File: src/design/sfcdc_pkg.sv
// ----------------------------------------------------------------------------
// sfcdc_pkg
// shared constants and the tally-to-count function for the squarefree composite divisor count core
// ----------------------------------------------------------------------------
package sfcdc_pkg;

    localparam int VALUE_BITS_DEF = 40;
    localparam int COUNT_BITS     = 12;
    localparam int TALLY_BITS     = 6;
    localparam int COUNT_MAX      = 4095;
    localparam int TALLY_SAT      = 13;

    function automatic logic [COUNT_BITS-1:0] count_from_tally(
        input logic [TALLY_BITS-1:0] tally
    );
        logic [COUNT_BITS:0] full;
        full = '0;
        if (tally >= TALLY_BITS'(TALLY_SAT)) begin
            return COUNT_BITS'(COUNT_MAX);
        end
        full = (COUNT_BITS+1)'(1) << tally;
        full = full - (COUNT_BITS+1)'(tally) - (COUNT_BITS+1)'(1);
        return full[COUNT_BITS-1:0];
    endfunction

endpackage

File: src/design/squarefree_composite_divisor_count_core.sv
// ----------------------------------------------------------------------------
// squarefree_composite_divisor_count_core
// counts squarefree divisors with two or more distinct prime factors
// ----------------------------------------------------------------------------
// One result per item. The value is factored by trial division (2, then odd
// candidates up to the square root), each trial a bit-serial division, and
// one more such division per found factor power; zero and one skip the
// divider and are answered directly. A two-entry queue lets the input side
// accept while the engine works.
module squarefree_composite_divisor_count_core
    import sfcdc_pkg::*;
#(
    parameter int VALUE_BITS = VALUE_BITS_DEF
) (
    input  logic                  aclk,
    input  logic                  aresetn,
    input  logic                  s_valid,
    output logic                  s_ready,
    input  logic [39:0]           s_value,
    output logic                  m_valid,
    input  logic                  m_ready,
    output logic [COUNT_BITS-1:0] m_qualifying_divisors
);

    logic                f_valid, f_ready, b_valid, b_ready;
    logic [VALUE_BITS:0] f_data, b_data;

    sfcdc_front #(.VALUE_BITS(VALUE_BITS)) u_front (
        .s_valid(s_valid), .s_ready(s_ready), .s_value(s_value),
        .q_valid(f_valid), .q_ready(f_ready), .q_data(f_data)
    );

    sfcdc_fifo #(.WIDTH(VALUE_BITS + 1)) u_fifo (
        .aclk(aclk), .aresetn(aresetn),
        .in_valid(f_valid), .in_ready(f_ready), .in_data(f_data),
        .out_valid(b_valid), .out_ready(b_ready), .out_data(b_data)
    );

    sfcdc_back #(.VALUE_BITS(VALUE_BITS)) u_back (
        .aclk(aclk), .aresetn(aresetn),
        .q_valid(b_valid), .q_ready(b_ready), .q_data(b_data),
        .m_valid(m_valid), .m_ready(m_ready),
        .m_qualifying_divisors(m_qualifying_divisors)
    );

endmodule

File: src/design/sfcdc_fifo.sv
// ----------------------------------------------------------------------------
// sfcdc_fifo
// two-entry queue between the front and back parts
// ----------------------------------------------------------------------------
module sfcdc_fifo #(
    parameter int WIDTH = 40
) (
    input  logic             aclk,
    input  logic             aresetn,
    input  logic             in_valid,
    output logic             in_ready,
    input  logic [WIDTH-1:0] in_data,
    output logic             out_valid,
    input  logic             out_ready,
    output logic [WIDTH-1:0] out_data
);

    logic [WIDTH-1:0] mem_reg [2];
    logic             wptr_reg, rptr_reg;
    logic [1:0]       cnt_reg;
    logic             push, pop;

    assign in_ready  = (cnt_reg != 2'd2);
    assign out_valid = (cnt_reg != 2'd0);
    assign out_data  = mem_reg[rptr_reg];
    assign push      = in_valid && in_ready;
    assign pop       = out_valid && out_ready;

    always_ff @(posedge aclk) begin
        if (push) begin
            mem_reg[wptr_reg] <= in_data;
        end
        if (!aresetn) begin
            wptr_reg <= 1'b0;
            rptr_reg <= 1'b0;
            cnt_reg  <= 2'd0;
        end else begin
            if (push) wptr_reg <= ~wptr_reg;
            if (pop)  rptr_reg <= ~rptr_reg;
            cnt_reg <= cnt_reg + 2'(push) - 2'(pop);
        end
    end

endmodule

File: src/design/sfcdc_front.sv
// ----------------------------------------------------------------------------
// sfcdc_front
// accepts items, masks the value and classifies zero and one as trivial
// ----------------------------------------------------------------------------
module sfcdc_front #(
    parameter int VALUE_BITS = 40
) (
    input  logic                  s_valid,
    output logic                  s_ready,
    input  logic [39:0]           s_value,
    output logic                  q_valid,
    input  logic                  q_ready,
    output logic [VALUE_BITS:0]   q_data
);

    logic [VALUE_BITS-1:0] val;
    logic                  trivial;

    always_comb begin
        val = '0;
        for (int i = 0; i < VALUE_BITS; i++) begin
            if (i < 40) val[i] = s_value[i];
        end
    end

    assign trivial = (val <= VALUE_BITS'(1));
    assign q_data  = {trivial, val};
    assign q_valid = s_valid;
    assign s_ready = q_ready;

endmodule

File: src/design/sfcdc_back.sv
// ----------------------------------------------------------------------------
// sfcdc_back
// trial division engine: bit-serial divider, tally and result register
// ----------------------------------------------------------------------------
module sfcdc_back
    import sfcdc_pkg::*;
#(
    parameter int VALUE_BITS = 40
) (
    input  logic                  aclk,
    input  logic                  aresetn,
    input  logic                  q_valid,
    output logic                  q_ready,
    input  logic [VALUE_BITS:0]   q_data,
    output logic                  m_valid,
    input  logic                  m_ready,
    output logic [COUNT_BITS-1:0] m_qualifying_divisors
);

    localparam int CW = $clog2(VALUE_BITS + 1);

    localparam logic [2:0] ST_IDLE = 3'd0;
    localparam logic [2:0] ST_TEST = 3'd1;
    localparam logic [2:0] ST_DIV  = 3'd2;
    localparam logic [2:0] ST_EVAL = 3'd3;
    localparam logic [2:0] ST_DONE = 3'd4;

    logic [2:0]            state_reg, state_next;
    logic [VALUE_BITS-1:0] rem_reg, rem_next;
    logic [VALUE_BITS-1:0] trial_reg, trial_next;
    logic [VALUE_BITS-1:0] quo_reg, quo_next;
    logic [VALUE_BITS-1:0] part_reg, part_next;
    logic [CW-1:0]         bit_reg, bit_next;
    logic [TALLY_BITS-1:0] tally_reg, tally_next;
    logic                  hit_reg, hit_next;
    logic                  out_valid_reg, out_valid_next;
    logic [COUNT_BITS-1:0] out_reg, out_next;

    logic [VALUE_BITS:0]   shifted;
    logic [VALUE_BITS:0]   diff;

    assign q_ready               = (state_reg == ST_IDLE) && !out_valid_reg;
    assign m_valid               = out_valid_reg;
    assign m_qualifying_divisors = out_reg;

    assign shifted = {part_reg, rem_reg[bit_reg]};
    assign diff    = shifted - {1'b0, trial_reg};

    always_comb begin
        state_next     = state_reg;
        rem_next       = rem_reg;
        trial_next     = trial_reg;
        quo_next       = quo_reg;
        part_next      = part_reg;
        bit_next       = bit_reg;
        tally_next     = tally_reg;
        hit_next       = hit_reg;
        out_valid_next = out_valid_reg;
        out_next       = out_reg;
        if (out_valid_reg && m_ready) out_valid_next = 1'b0;
        case (state_reg)
            ST_IDLE: begin
                if (q_valid && q_ready) begin
                    rem_next   = q_data[VALUE_BITS-1:0];
                    trial_next = VALUE_BITS'(2);
                    tally_next = '0;
                    hit_next   = 1'b0;
                    if (q_data[VALUE_BITS]) begin
                        out_next       = '0;
                        out_valid_next = 1'b1;
                    end else begin
                        state_next = ST_TEST;
                    end
                end
            end
            ST_TEST: begin
                // start rem / trial
                part_next  = '0;
                quo_next   = '0;
                bit_next   = CW'(VALUE_BITS - 1);
                state_next = ST_DIV;
            end
            ST_DIV: begin
                if (!diff[VALUE_BITS]) begin
                    part_next = diff[VALUE_BITS-1:0];
                    quo_next  = {quo_reg[VALUE_BITS-2:0], 1'b1};
                end else begin
                    part_next = shifted[VALUE_BITS-1:0];
                    quo_next  = {quo_reg[VALUE_BITS-2:0], 1'b0};
                end
                if (bit_reg == '0) state_next = ST_EVAL;
                else bit_next = bit_reg - CW'(1);
            end
            ST_EVAL: begin
                if (part_reg == '0) begin
                    // divides: strip and tally once
                    if (!hit_reg) tally_next = tally_reg + TALLY_BITS'(1);
                    hit_next   = 1'b1;
                    rem_next   = quo_reg;
                    state_next = ST_TEST;
                end else begin
                    hit_next = 1'b0;
                    if (trial_reg == VALUE_BITS'(2)) trial_next = VALUE_BITS'(3);
                    else trial_next = trial_reg + VALUE_BITS'(2);
                    // loop continues while rem > 1 and (after trial 2 or quo (rem / old trial) >= next trial)
                    if (rem_reg > VALUE_BITS'(1) &&
                        (trial_reg == VALUE_BITS'(2) || quo_reg >= trial_next)) begin
                        state_next = ST_TEST;
                    end else begin
                        state_next = ST_DONE;
                    end
                end
            end
            ST_DONE: begin
                if (!out_valid_reg) begin
                    if (rem_reg > VALUE_BITS'(1)) begin
                        out_next = count_from_tally(tally_reg + TALLY_BITS'(1));
                    end else begin
                        out_next = count_from_tally(tally_reg);
                    end
                    out_valid_next = 1'b1;
                    state_next     = ST_IDLE;
                end
            end
            default: state_next = ST_IDLE;
        endcase
    end

    always_ff @(posedge aclk) begin
        rem_reg   <= rem_next;
        trial_reg <= trial_next;
        quo_reg   <= quo_next;
        part_reg  <= part_next;
        bit_reg   <= bit_next;
        tally_reg <= tally_next;
        hit_reg   <= hit_next;
        out_reg   <= out_next;
        if (!aresetn) begin
            state_reg     <= ST_IDLE;
            out_valid_reg <= 1'b0;
        end else begin
            state_reg     <= state_next;
            out_valid_reg <= out_valid_next;
        end
    end

endmodule

File: config.mk
export PLATFORM = sky130hd
export DESIGN_NAME = squarefree_composite_divisor_count_core
export DESIGN_NICKNAME = d
export VERILOG_FILES = /design/src/design/sfcdc_pkg.sv /design/src/design/squarefree_composite_divisor_count_core.sv /design/src/design/sfcdc_fifo.sv /design/src/design/sfcdc_front.sv /design/src/design/sfcdc_back.sv
export SDC_FILE = /design/constraint.sdc
export NUM_CORES = 1
export LEC_CHECK = 0
export BUFFER_PORTS_ARGS = -buffer_cell sky130_fd_sc_hd__buf_2
export CAP_MARGIN = 20
export CORE_MARGIN = 3
export CORE_UTILIZATION = 30
export DETAILED_ROUTE_END_ITERATION = 12
export PLACE_DENSITY = 0.42
export SYNTH_ARGS = -nofsm -noshare
export SYNTH_HDL_FRONTEND = slang
export SYNTH_SLANG_ARGS = --single-unit
File: constraint.sdc
create_clock -name aclk -period 6.41 [get_ports aclk]
set_input_delay 1.282 -clock aclk [delete_from_list [all_inputs] [get_ports aclk]]
set_output_delay 1.282 -clock aclk [all_outputs]
set_load 0.1 [all_outputs]
==> results.txt, run 1 <==
Delay of the slowest critical-path stage: 0.80 ns. The post-layout utilization of the core came out at 34.8%. For this run, the leading register cell type out of synthesis is sky130_fd_sc_hd__edfxtp_1.

Total placed cells including tap cells: 2,222. Setup violations remaining at the end of the flow were counted as 0. Summing over every cut layer, the via total after detailed routing is 11.8k. The routed wire length per instance came out at 19.4 µm.

The tools report the worst slew slack as a fraction of its limit as 29.2%. The logs give 0 for the DRC violation count after routing and 0.0185 ns for the final setup skew. In the layout the commonest cells are sky130_fd_sc_hd__edfxtp_1, sky130_fd_sc_hd__nand2_1, sky130_fd_sc_hd__o21ai_0.

The design draws 11.0 mW. The tools report the count of boundary I/O pins as 58. The register with the most flip-flops in the layout has 82 of them. The run gives 0 as the cts-stage hold buffer count. The final-report hold violation count was 0.

The logs give 0 for the number of antenna violations at the first check in global routing and 0.920 ns for the final worst setup slack. The power density relative to cell area is 593 mW/mm², and the later-pin clock latency in the skew report is 0.55 ns. STA classifies the critical path endpoint as a register.

Once the clock tree was built, the resizer swapped 0 gates to a different size. Summing all non-filler instances in the final layout gives an area of 0.0186 mm². The tools report the static leakage power as 6.76 nW. The run gives 0.92 ns as the reg-to-reg setup timing slack. The die covers 0.0574 mm².

The count of cells in the finished layout, fillers not included, comes to 2,290. Input and output buffers added on the ports amount to 57. The logs give 1,719 for the net count reported at finish and 0 ns for the final total negative setup slack. The flow ran to the end, and the final reports show no timing, DRC or antenna violations. The total core area was 0.0533 mm².

TritonCTS built the clock tree. The run gives 81 as the maximum number of pins on one net before global-route repair. The tools report the max-slew violation total from the final report as 0. In the synthesized netlist, the number of instances is 1,527.

Counting cells, the worst reg-to-reg path comes to 18. For the worst setup path, the data arrival time is 5.85 ns. In this run the critical register-to-register path is captured at u_back.part_reg[28].

Transition at the pin with the smallest max-transition slack: 1.05 ns. The tools report the number of global-route vias before repair as 11.8k. Using the TritonRoute via totals, the vias-per-cell ratio works out to 5.16. Across the run, the number of max-cap violations was 0. The tools report the leftover overflow at the end of global routing as 0. The H-tree was split into 2 levels. The first routing iteration left 856 violations.

Across the VDD grid, the largest voltage drop is 259 µV. The congestion estimate from routability-driven global placement came to 0.835. The cell that appears most often on the critical path is sky130_fd_sc_hd__a21oi_1.

The netlist area before placement was 0.0164 mm². The tools report the first-pass GRT wire length as 70,000 µm. Ranked by total cell area, the synthesized netlist is headed by sky130_fd_sc_hd__edfxtp_1, sky130_fd_sc_hd__ha_1, sky130_fd_sc_hd__xnor2_1. For the highest clock frequency the design can meet, the log shows 182 MHz. After clock tree synthesis, the clock-pin slew on the worst setup and hold paths is 0.06 ns. The number of enable flip-flop cells after synthesis is 267. Setup repair after global routing left no endpoint under its margin. In the synthesized netlist the async set-or-reset flop fraction comes to 0%. Summed over all instances, the cell type with the most area after synthesis is sky130_fd_sc_hd__edfxtp_1. The tools report the remaining number of nets flagged by the antenna check after routing as 0. The floorplan step set the die width to 240 µm. The signal on the critical path passes through mux4_2 > mux2i_1 > or3_1 > a21oi_1 > a31oi_1 > ha_1 > fa_1 > nand2b_1 > a21oi_1 > o21ai_1 > buf_4 > a21o_4 > a21bo_4 > o211ai_4 > a21o_1 > buf_4 > a21oi_1 > a311oi_1.

The beginning of the critical path was u_back.bit_reg[0]. The y dimension of the die is 240 µm. Once the floorplan was initialized, standard cells occupied 30.7% of the core.

Largest fanout on the critical path: 23. The sequential share of the synthesized area is 50.1%. Cells with a size suffix above 1 make up 10.4% of the layout.

The number of sinks driven by the clock tree was 276. The critical path required time came out at 6.77 ns. The number of nets handed over by synthesis was 1,673. The synthesized design contains 276 register bits. The total wirelength of the detailed-routed design came out at 44,400 µm. The first detailed-routing pass ran for 5 iterations. Beginning of the worst register-to-register path: u_back.bit_reg[0]. Leaving out fill and tap cells, the most frequent cell in the layout is sky130_fd_sc_hd__edfxtp_1. The critical path start-end classification was reg2reg.

Compared with the post-synthesis result, the final layout area differs by 13.5%. The run gives 0 as the total of warnings raised by yosys. The average cell area after synthesis works out to 10.7 µm².

In this run the deepest clock path goes through 3 buffers. The area of placed instances was 0.0174 mm². The last element of the critical path was u_back.part_reg[28]. Dividing the final minimum period by the clock period gives 85.7%. The floorplan has 84 rows. The shortest period the worst path allows was 5.49 ns; the total global-route track usage was 15.6%. The number of clock buffers added by TritonCTS is 37.

In this run the biggest area consumer among cell types represents 49.0% of the synthesized area. Across all hold checks on the routed design, the worst slack comes to 0.579 ns. The logs give 70 for the count of different cell masters after synthesis and 32,500 µm for the estimated wirelength of the detail-placed design. Before CTS, the worst setup slack after placement is 0.907 ns. The buffers inserted during post-CTS setup optimization is 0.

CTS root buffer: sky130_fd_sc_hd__clkbuf_16. Among all stages on the critical path, the largest delay is contributed by sky130_fd_sc_hd__edfxtp_1. The class of the tightest hold or removal check was reg2reg. The worst setup path is launched from a register.
where the power goes:
part	internal (mW)	total (mW)	switching, mW
combinational	2.05	5.53	3.49
clock	1.14	1.95	0.813
sequential	2.92	3.52	0.607
total	6.10	11.0	4.91
critical path, delay by kind of cell, from the launching register on:
kind / cells / cell delay [ns]
and+or+nand+nor: 2 / 0.51
AOI/OAI and AO/OA: 10 / 2.37
muxes: 2 / 0.42
adders and majority gates: 2 / 0.67
DFF: 1 / 0.80
buffers and inverters: 2 / 0.51
synth_stat cells, drive strengths merged, types with 9 or more instances:
library cell / instances
and2: 48
nor4: 47
nor2b: 10
nand4: 27
a221oi: 11
o21ai: 111
o21a: 10
mux2i: 44
xnor2: 68
nand2b: 17
inv: 70
xor2: 19
ha: 99
a21oi: 105
nand3: 45
buf: 10
clkbuf: 59
a211oi: 10
nor3: 43
nor2: 107
edfxtp: 267
dfxtp: 9
a31oi: 9
nand2: 115
and3: 11
mux4: 12
a21o: 49
how the worst min path moves through the flow:
| stage | from | endpoint | cells past startpoint |
|---|---|---|---|
| 4_1_cts | u_back.state_reg[0] | u_back.state_reg[0] | 1 |
| 2_1_floorplan | u_back.quo_reg[0] | u_back.rem_reg[0] | 2 |
| 3_5_place_dp | u_back.state_reg[0] | u_back.state_reg[0] | 1 |
| 5_1_grt | u_back.state_reg[0] | u_back.state_reg[0] | 1 |
| 3_3_place_gp | u_back.state_reg[0] | u_back.state_reg[0] | 1 |
| 6_report | u_back.state_reg[0] | u_back.state_reg[0] | 1 |
layout make-up:
cell class,count,area [µm²]
Fill cell,5320,34700
Tap cell,688,861
Sequential cell,276,8200
Multi-Input combinational cell,1112,7650
Antenna cell,1,2.50
Inverter,70,263
Timing Repair Buffer,76,440
Clock buffer,45,977
Clock inverter,22,165
cells by family after synthesis:
| kind of cell | share of synthesized area (%) |
|---|---|
| adders and majority gates | 7.94 |
| buffers and inverters | 3.34 |
| muxes | 4.41 |
| AOI/OAI and AO/OA | 13.9 |
| xor gates and xnor gates | 4.66 |
| DFF | 50.1 |
| and+or+nand+nor | 15.7 |
per-layer routing:
layer / GRT usage (%) / vias to the layer above / wire length [µm]
li1: - / 5832 / -
met1: 23.1 / 5704 / 22100
met2: 24.0 / 223 / 19700
met3: 2.12 / 49 / 1780
met4: 4.01 / 0 / 796
met5: 0 / - / 0
Power figures use the tool's default switching activity.
==> inputs of run 2 (changes only) <==
--- a/config.mk
+++ b/config.mk
@@ -10,7 +10,9 @@
 export CORE_MARGIN = 3
 export CORE_UTILIZATION = 30
 export DETAILED_ROUTE_END_ITERATION = 12
-export PLACE_DENSITY = 0.42
+export PLACE_DENSITY = 0.41
+export SKIP_LAST_GASP = 1
 export SYNTH_ARGS = -nofsm -noshare
 export SYNTH_HDL_FRONTEND = slang
+export SYNTH_HIERARCHICAL = 1
 export SYNTH_SLANG_ARGS = --single-unit
==> run 2 against run 1 <==
Power decreased by 5.1%. Global-route usage decreased by 0.98 points. Worst hold slack got worse by 0.053 ns. Sequential share of layout area decreased by 0.42 points. Utilization decreased by 0.48 points. Area after synthesis increased by 2.3%. Via count decreased by 2.8%. Clock-buffer cell count unchanged.
==> results.txt, run 2 <==
The startpoint type of the worst setup path is a register (unchanged). The estimated wirelength of the detail-placed design was 31,500 µm (was 32,500 µm); the count of boundary I/O pins was 58 (unchanged). The cell row count was 85 (was 84); the antenna diode instance count was 0 (was 1).

The dominant combinational cell family by area after synthesis was simple AND/OR/NAND/NOR gates (unchanged). The tools report the number of nets produced by synthesis as 1,682 (was 1,673). The net count reported at finish is 1,699 (was 1,719), and the total global-route track usage is 14.6% (was 15.6%). The number of iterations in the first detailed-routing pass came out at 5 (unchanged). The per-cell via count in the routed design came out at 4.95 (was 5.16). The area share of the largest cell type after synthesis was 47.9% (was 49.0%). The logs give 0.0175 mm² (was 0.0174 mm²) for the area of placed instances and 43,400 µm (was 44,400 µm) for the total wirelength of the detailed-routed design. Maximum number of pins on one net before global-route repair: 81 (unchanged). Top cells by count, synth: sky130_fd_sc_hd__edfxtp_1, sky130_fd_sc_hd__nand2_1, sky130_fd_sc_hd__nor2_1 (was sky130_fd_sc_hd__edfxtp_1, sky130_fd_sc_hd__nand2_1, sky130_fd_sc_hd__o21ai_0). Y dimension of the die: 242 µm (was 240 µm). For the post-synthesis cell count, the log shows 1,536 (was 1,527). The run gives 0.0587 mm² (was 0.0574 mm²) as the die footprint. The average cell area after synthesis was 10.9 µm² (was 10.7 µm²); the adder-cell area share of the yosys netlist was 7.76% (was 7.94%).

The tools report the initial core utilization as 30.7% (about the same). The final total negative setup slack is 0 ns (unchanged), and the netlist area before placement is 0.0167 mm² (was 0.0164 mm²). The final setup skew came out at 0.0264 ns (was 0.0185 ns). The area fraction in and, or, nand and nor cells after synthesis was 16.6% (was 15.7%); the post-synthesis xor/xnor area fraction was 4.93% (was 4.66%).

The number of stages on the worst hold path is 2 (was 1). TritonCTS built the clock tree. The static leakage power was 7.24 nW (was 6.76 nW). The remaining number of nets flagged by the antenna check after routing came out at 0 (unchanged). The worst path arrival time is 6.15 ns (was 5.85 ns). The logs give 5,506 (was 5,320) for the total of fill cells in the finished design and 0 (unchanged) for the number of cells upsized or downsized after cts. The period utilization works out to 89.7% (was 85.7%).

The run gives 69 (was 70) as the count of different cell masters after synthesis. The worst slew slack as a fraction of its limit is 35.4% (was 29.2%). Reg-to-reg setup timing slack: 0.66 ns (was 0.92 ns). The critical path start-end classification is reg2reg (unchanged). For the sequential cell area in the final layout, the log shows 0.00820 mm² (unchanged). The shortest period the worst path allows was 5.75 ns (was 5.49 ns); the width of the die was 242 µm (was 240 µm). Final-report hold violation count: 0 (unchanged). The leftover overflow at the end of global routing is 0 (unchanged). The highest clock frequency the design can meet is 174 MHz (was 182 MHz), and the number of enable flip-flop cells after synthesis is 267 (unchanged). The transition at the pin with the smallest max-transition slack is 0.969 ns (was 1.05 ns).

The commonest non-fill, non-tap cell in the layout was sky130_fd_sc_hd__edfxtp_1 (unchanged). Compound-gate portion of the synthesized area: 9.06% (was 13.9%). The total core area was 0.0546 mm² (was 0.0533 mm²). The synthesis-to-finish area growth works out to 11.9% (was 13.5%). Type of element capturing the critical path: a register (unchanged).

For the max-cap check violation count, the log shows 0 (unchanged). Top post-synthesis cells by area: sky130_fd_sc_hd__edfxtp_1, sky130_fd_sc_hd__ha_1, sky130_fd_sc_hd__nand2_1 (was sky130_fd_sc_hd__edfxtp_1, sky130_fd_sc_hd__ha_1, sky130_fd_sc_hd__xnor2_1). The power density relative to cell area works out to 557 mW/mm² (was 593 mW/mm²). For the DRC violation count after routing, the log shows 0 (unchanged).

The tools report the maximum buffer depth of the clock tree as 3 (unchanged). The CTS root buffer is sky130_fd_sc_hd__clkbuf_16 (unchanged). The async set-reset flop share out of synthesis is 0% (unchanged).

The clock-pin slew reported for the worst setup and hold paths after clock tree synthesis was 0.06 ns (about the same). The buffers inserted during post-CTS setup optimization is 0 (unchanged), and the quantity of I/O buffers inserted on ports is 57 (unchanged). Most frequent cells in the layout: sky130_fd_sc_hd__edfxtp_1, sky130_fd_sc_hd__nand2_1, sky130_fd_sc_hd__nor2_1 (was sky130_fd_sc_hd__edfxtp_1, sky130_fd_sc_hd__nand2_1, sky130_fd_sc_hd__o21ai_0).

The post-layout utilization of the core is 34.3% (was 34.8%), and the number of synthesized register bits is 276 (unchanged). The sequential share of the synthesized area is 49.0% (was 50.1%), and the number of antenna violations at the first check in global routing is 1 (was 0). The total of warnings raised by yosys was 6 (was 0); the share of post-route cells with drive strength above 1 was 13.0% (was 10.4%). The largest fanout on the critical path came out at 23 (unchanged). The number of DRC violations after detailed-routing iteration 0 was 683 (was 856). The run gives 0.00770 mm² (was 0.00765 mm²) as the area of the multi-input gates. The tools report the first-pass GRT wire length as 68,000 µm (was 70,000 µm).

The multiplexer share of the synthesized area is 7.31% (was 4.41%), and the number of flip-flops under the largest register name is 82 (unchanged). The critical path required time was 6.81 ns (was 6.77 ns); the via total after detailed routing was 11.5k (was 11.8k). The run gives 36 (was 37) as the number of buffers inserted during clock tree synthesis. The prevailing post-synth register cell is sky130_fd_sc_hd__edfxtp_1 (unchanged). For the number of sinks driven by the clock tree, the log shows 276 (unchanged).

The count of final setup violators was 0 (unchanged); the worst-case hold slack was 0.526 ns (was 0.579 ns). The total number of H-tree levels came out at 2 (unchanged). The most frequent cell after synthesis is sky130_fd_sc_hd__edfxtp_1 (unchanged). The logic depth of the worst register-to-register path is 18 (unchanged), and the routed wire length per instance is 18.7 µm (was 19.4 µm). The class of the tightest hold or removal check is reg2reg (unchanged). The global placement routability congestion is 0.817 (was 0.835). For the peak supply drop, the log shows 183 µV (was 259 µV).

Post-synthesis cell type with the largest combined area: sky130_fd_sc_hd__edfxtp_1 (unchanged). The cts-stage hold buffer count is 0 (unchanged). For the final instance area, the log shows 0.0187 mm² (was 0.0186 mm²). The tools report the number of global-route vias before repair as 11.5k (was 11.8k). Setup repair after global routing left no endpoint under its margin.

Max-slew violation total from the final report: 0 (unchanged). The flow ran to the end, and the final reports show no timing, DRC or antenna violations. The later-pin clock latency in the skew report was 0.56 ns (was 0.55 ns).
-- run 2: cell count changes after synthesis, sizes merged, moves of 9 or more --
| cell | before | now |
|---|---|---|
| nand2 | 115 | 198 |
| buf | 10 | 61 |
| a21o | 49 | 39 |
| nor2 | 107 | 135 |
| mux2i | 44 | 33 |
| o21ai | 111 | 36 |
| clkbuf | 59 | 35 |
| a21oi | 105 | 74 |
| mux2 | 1 | 42 |
| nor3 | 43 | 34 |
| nand3 | 45 | 23 |
-- run 2: kinds of logic after synthesis --
kind of cell,Yosys count
simple gates,584
flops,276
compound gates,230
buf+inv,165
fa+ha+maj,102
xor+xnor,92
mux,87
-- run 2: area by class of cell --
class	count	area share, %
Clock buffer	45	5.10
Sequential cell	276	43.8
Tap cell	739	4.93
Inverter	69	1.38
Clock inverter	21	1.26
Multi-Input combinational cell	1095	41.1
Timing Repair Buffer	75	2.48
-- run 2: worst paths after layout --
kind	startpoint	end
min	u_fifo/wptr_reg	u_fifo/wptr_reg
max reg2reg	u_back/bit_reg[0]	u_back/part_reg[1]
min reg2reg	u_fifo/wptr_reg	u_fifo/wptr_reg
max	u_back/bit_reg[0]	u_back/part_reg[1]
-- run 2: critical path: stages, from the launching register on --
cell and delay [ns]:
sky130_fd_sc_hd__edfxtp_1 0.81, sky130_fd_sc_hd__mux4_2 0.34, sky130_fd_sc_hd__mux2i_1 0.07, sky130_fd_sc_hd__or3_1 0.32
sky130_fd_sc_hd__a21oi_1 0.15, sky130_fd_sc_hd__a31oi_1 0.12, sky130_fd_sc_hd__ha_1 0.28, sky130_fd_sc_hd__fa_1 0.40
sky130_fd_sc_hd__nand2b_1 0.19, sky130_fd_sc_hd__a211oi_2 0.24, sky130_fd_sc_hd__o2111ai_1 0.26, sky130_fd_sc_hd__a21oi_2 0.27
sky130_fd_sc_hd__o21ai_1 0.14, sky130_fd_sc_hd__a21oi_2 0.21, sky130_fd_sc_hd__o221ai_2 0.17, sky130_fd_sc_hd__xnor2_4 0.78
sky130_fd_sc_hd__buf_4 0.38, sky130_fd_sc_hd__mux2_2 0.36, sky130_fd_sc_hd__nor2_1 0.08
-- run 2: metrics by stage --
step | total power, mW | worst slack [ns] | instances
6_report | 10.4 | 0.658 | 2320
5_1_grt | 11.3 | 0.162 | 2320
4_1_cts | 10.6 | 0.553 | 2317
3_5_place_dp | 8.43 | 0.630 | 2251
3_3_place_gp | 8.41 | 0.738 | 2250
2_1_floorplan | 7.21 | 1.31 | 1536
-- run 2: report_power, final --
part / internal [mW] / total [mW] / switching (mW) / leakage, nW
sequential: 2.84 / 3.40 / 0.556 / 2.59
combinational: 1.99 / 5.00 / 3.01 / 4.06
clock: 1.23 / 2.05 / 0.818 / 0.583
-- run 2: layer usage --
layer | GRT usage, % | wire length, µm | vias up | share of wire (%)
li1 | - | - | 5625 | -
met1 | 19.8 | 20600 | 5643 | 47
met2 | 24.4 | 20700 | 152 | 48
met3 | 2.53 | 1310 | 53 | 3.0
met4 | 3.62 | 832 | 0 | 1.9
met5 | 0 | 0 | - | 0
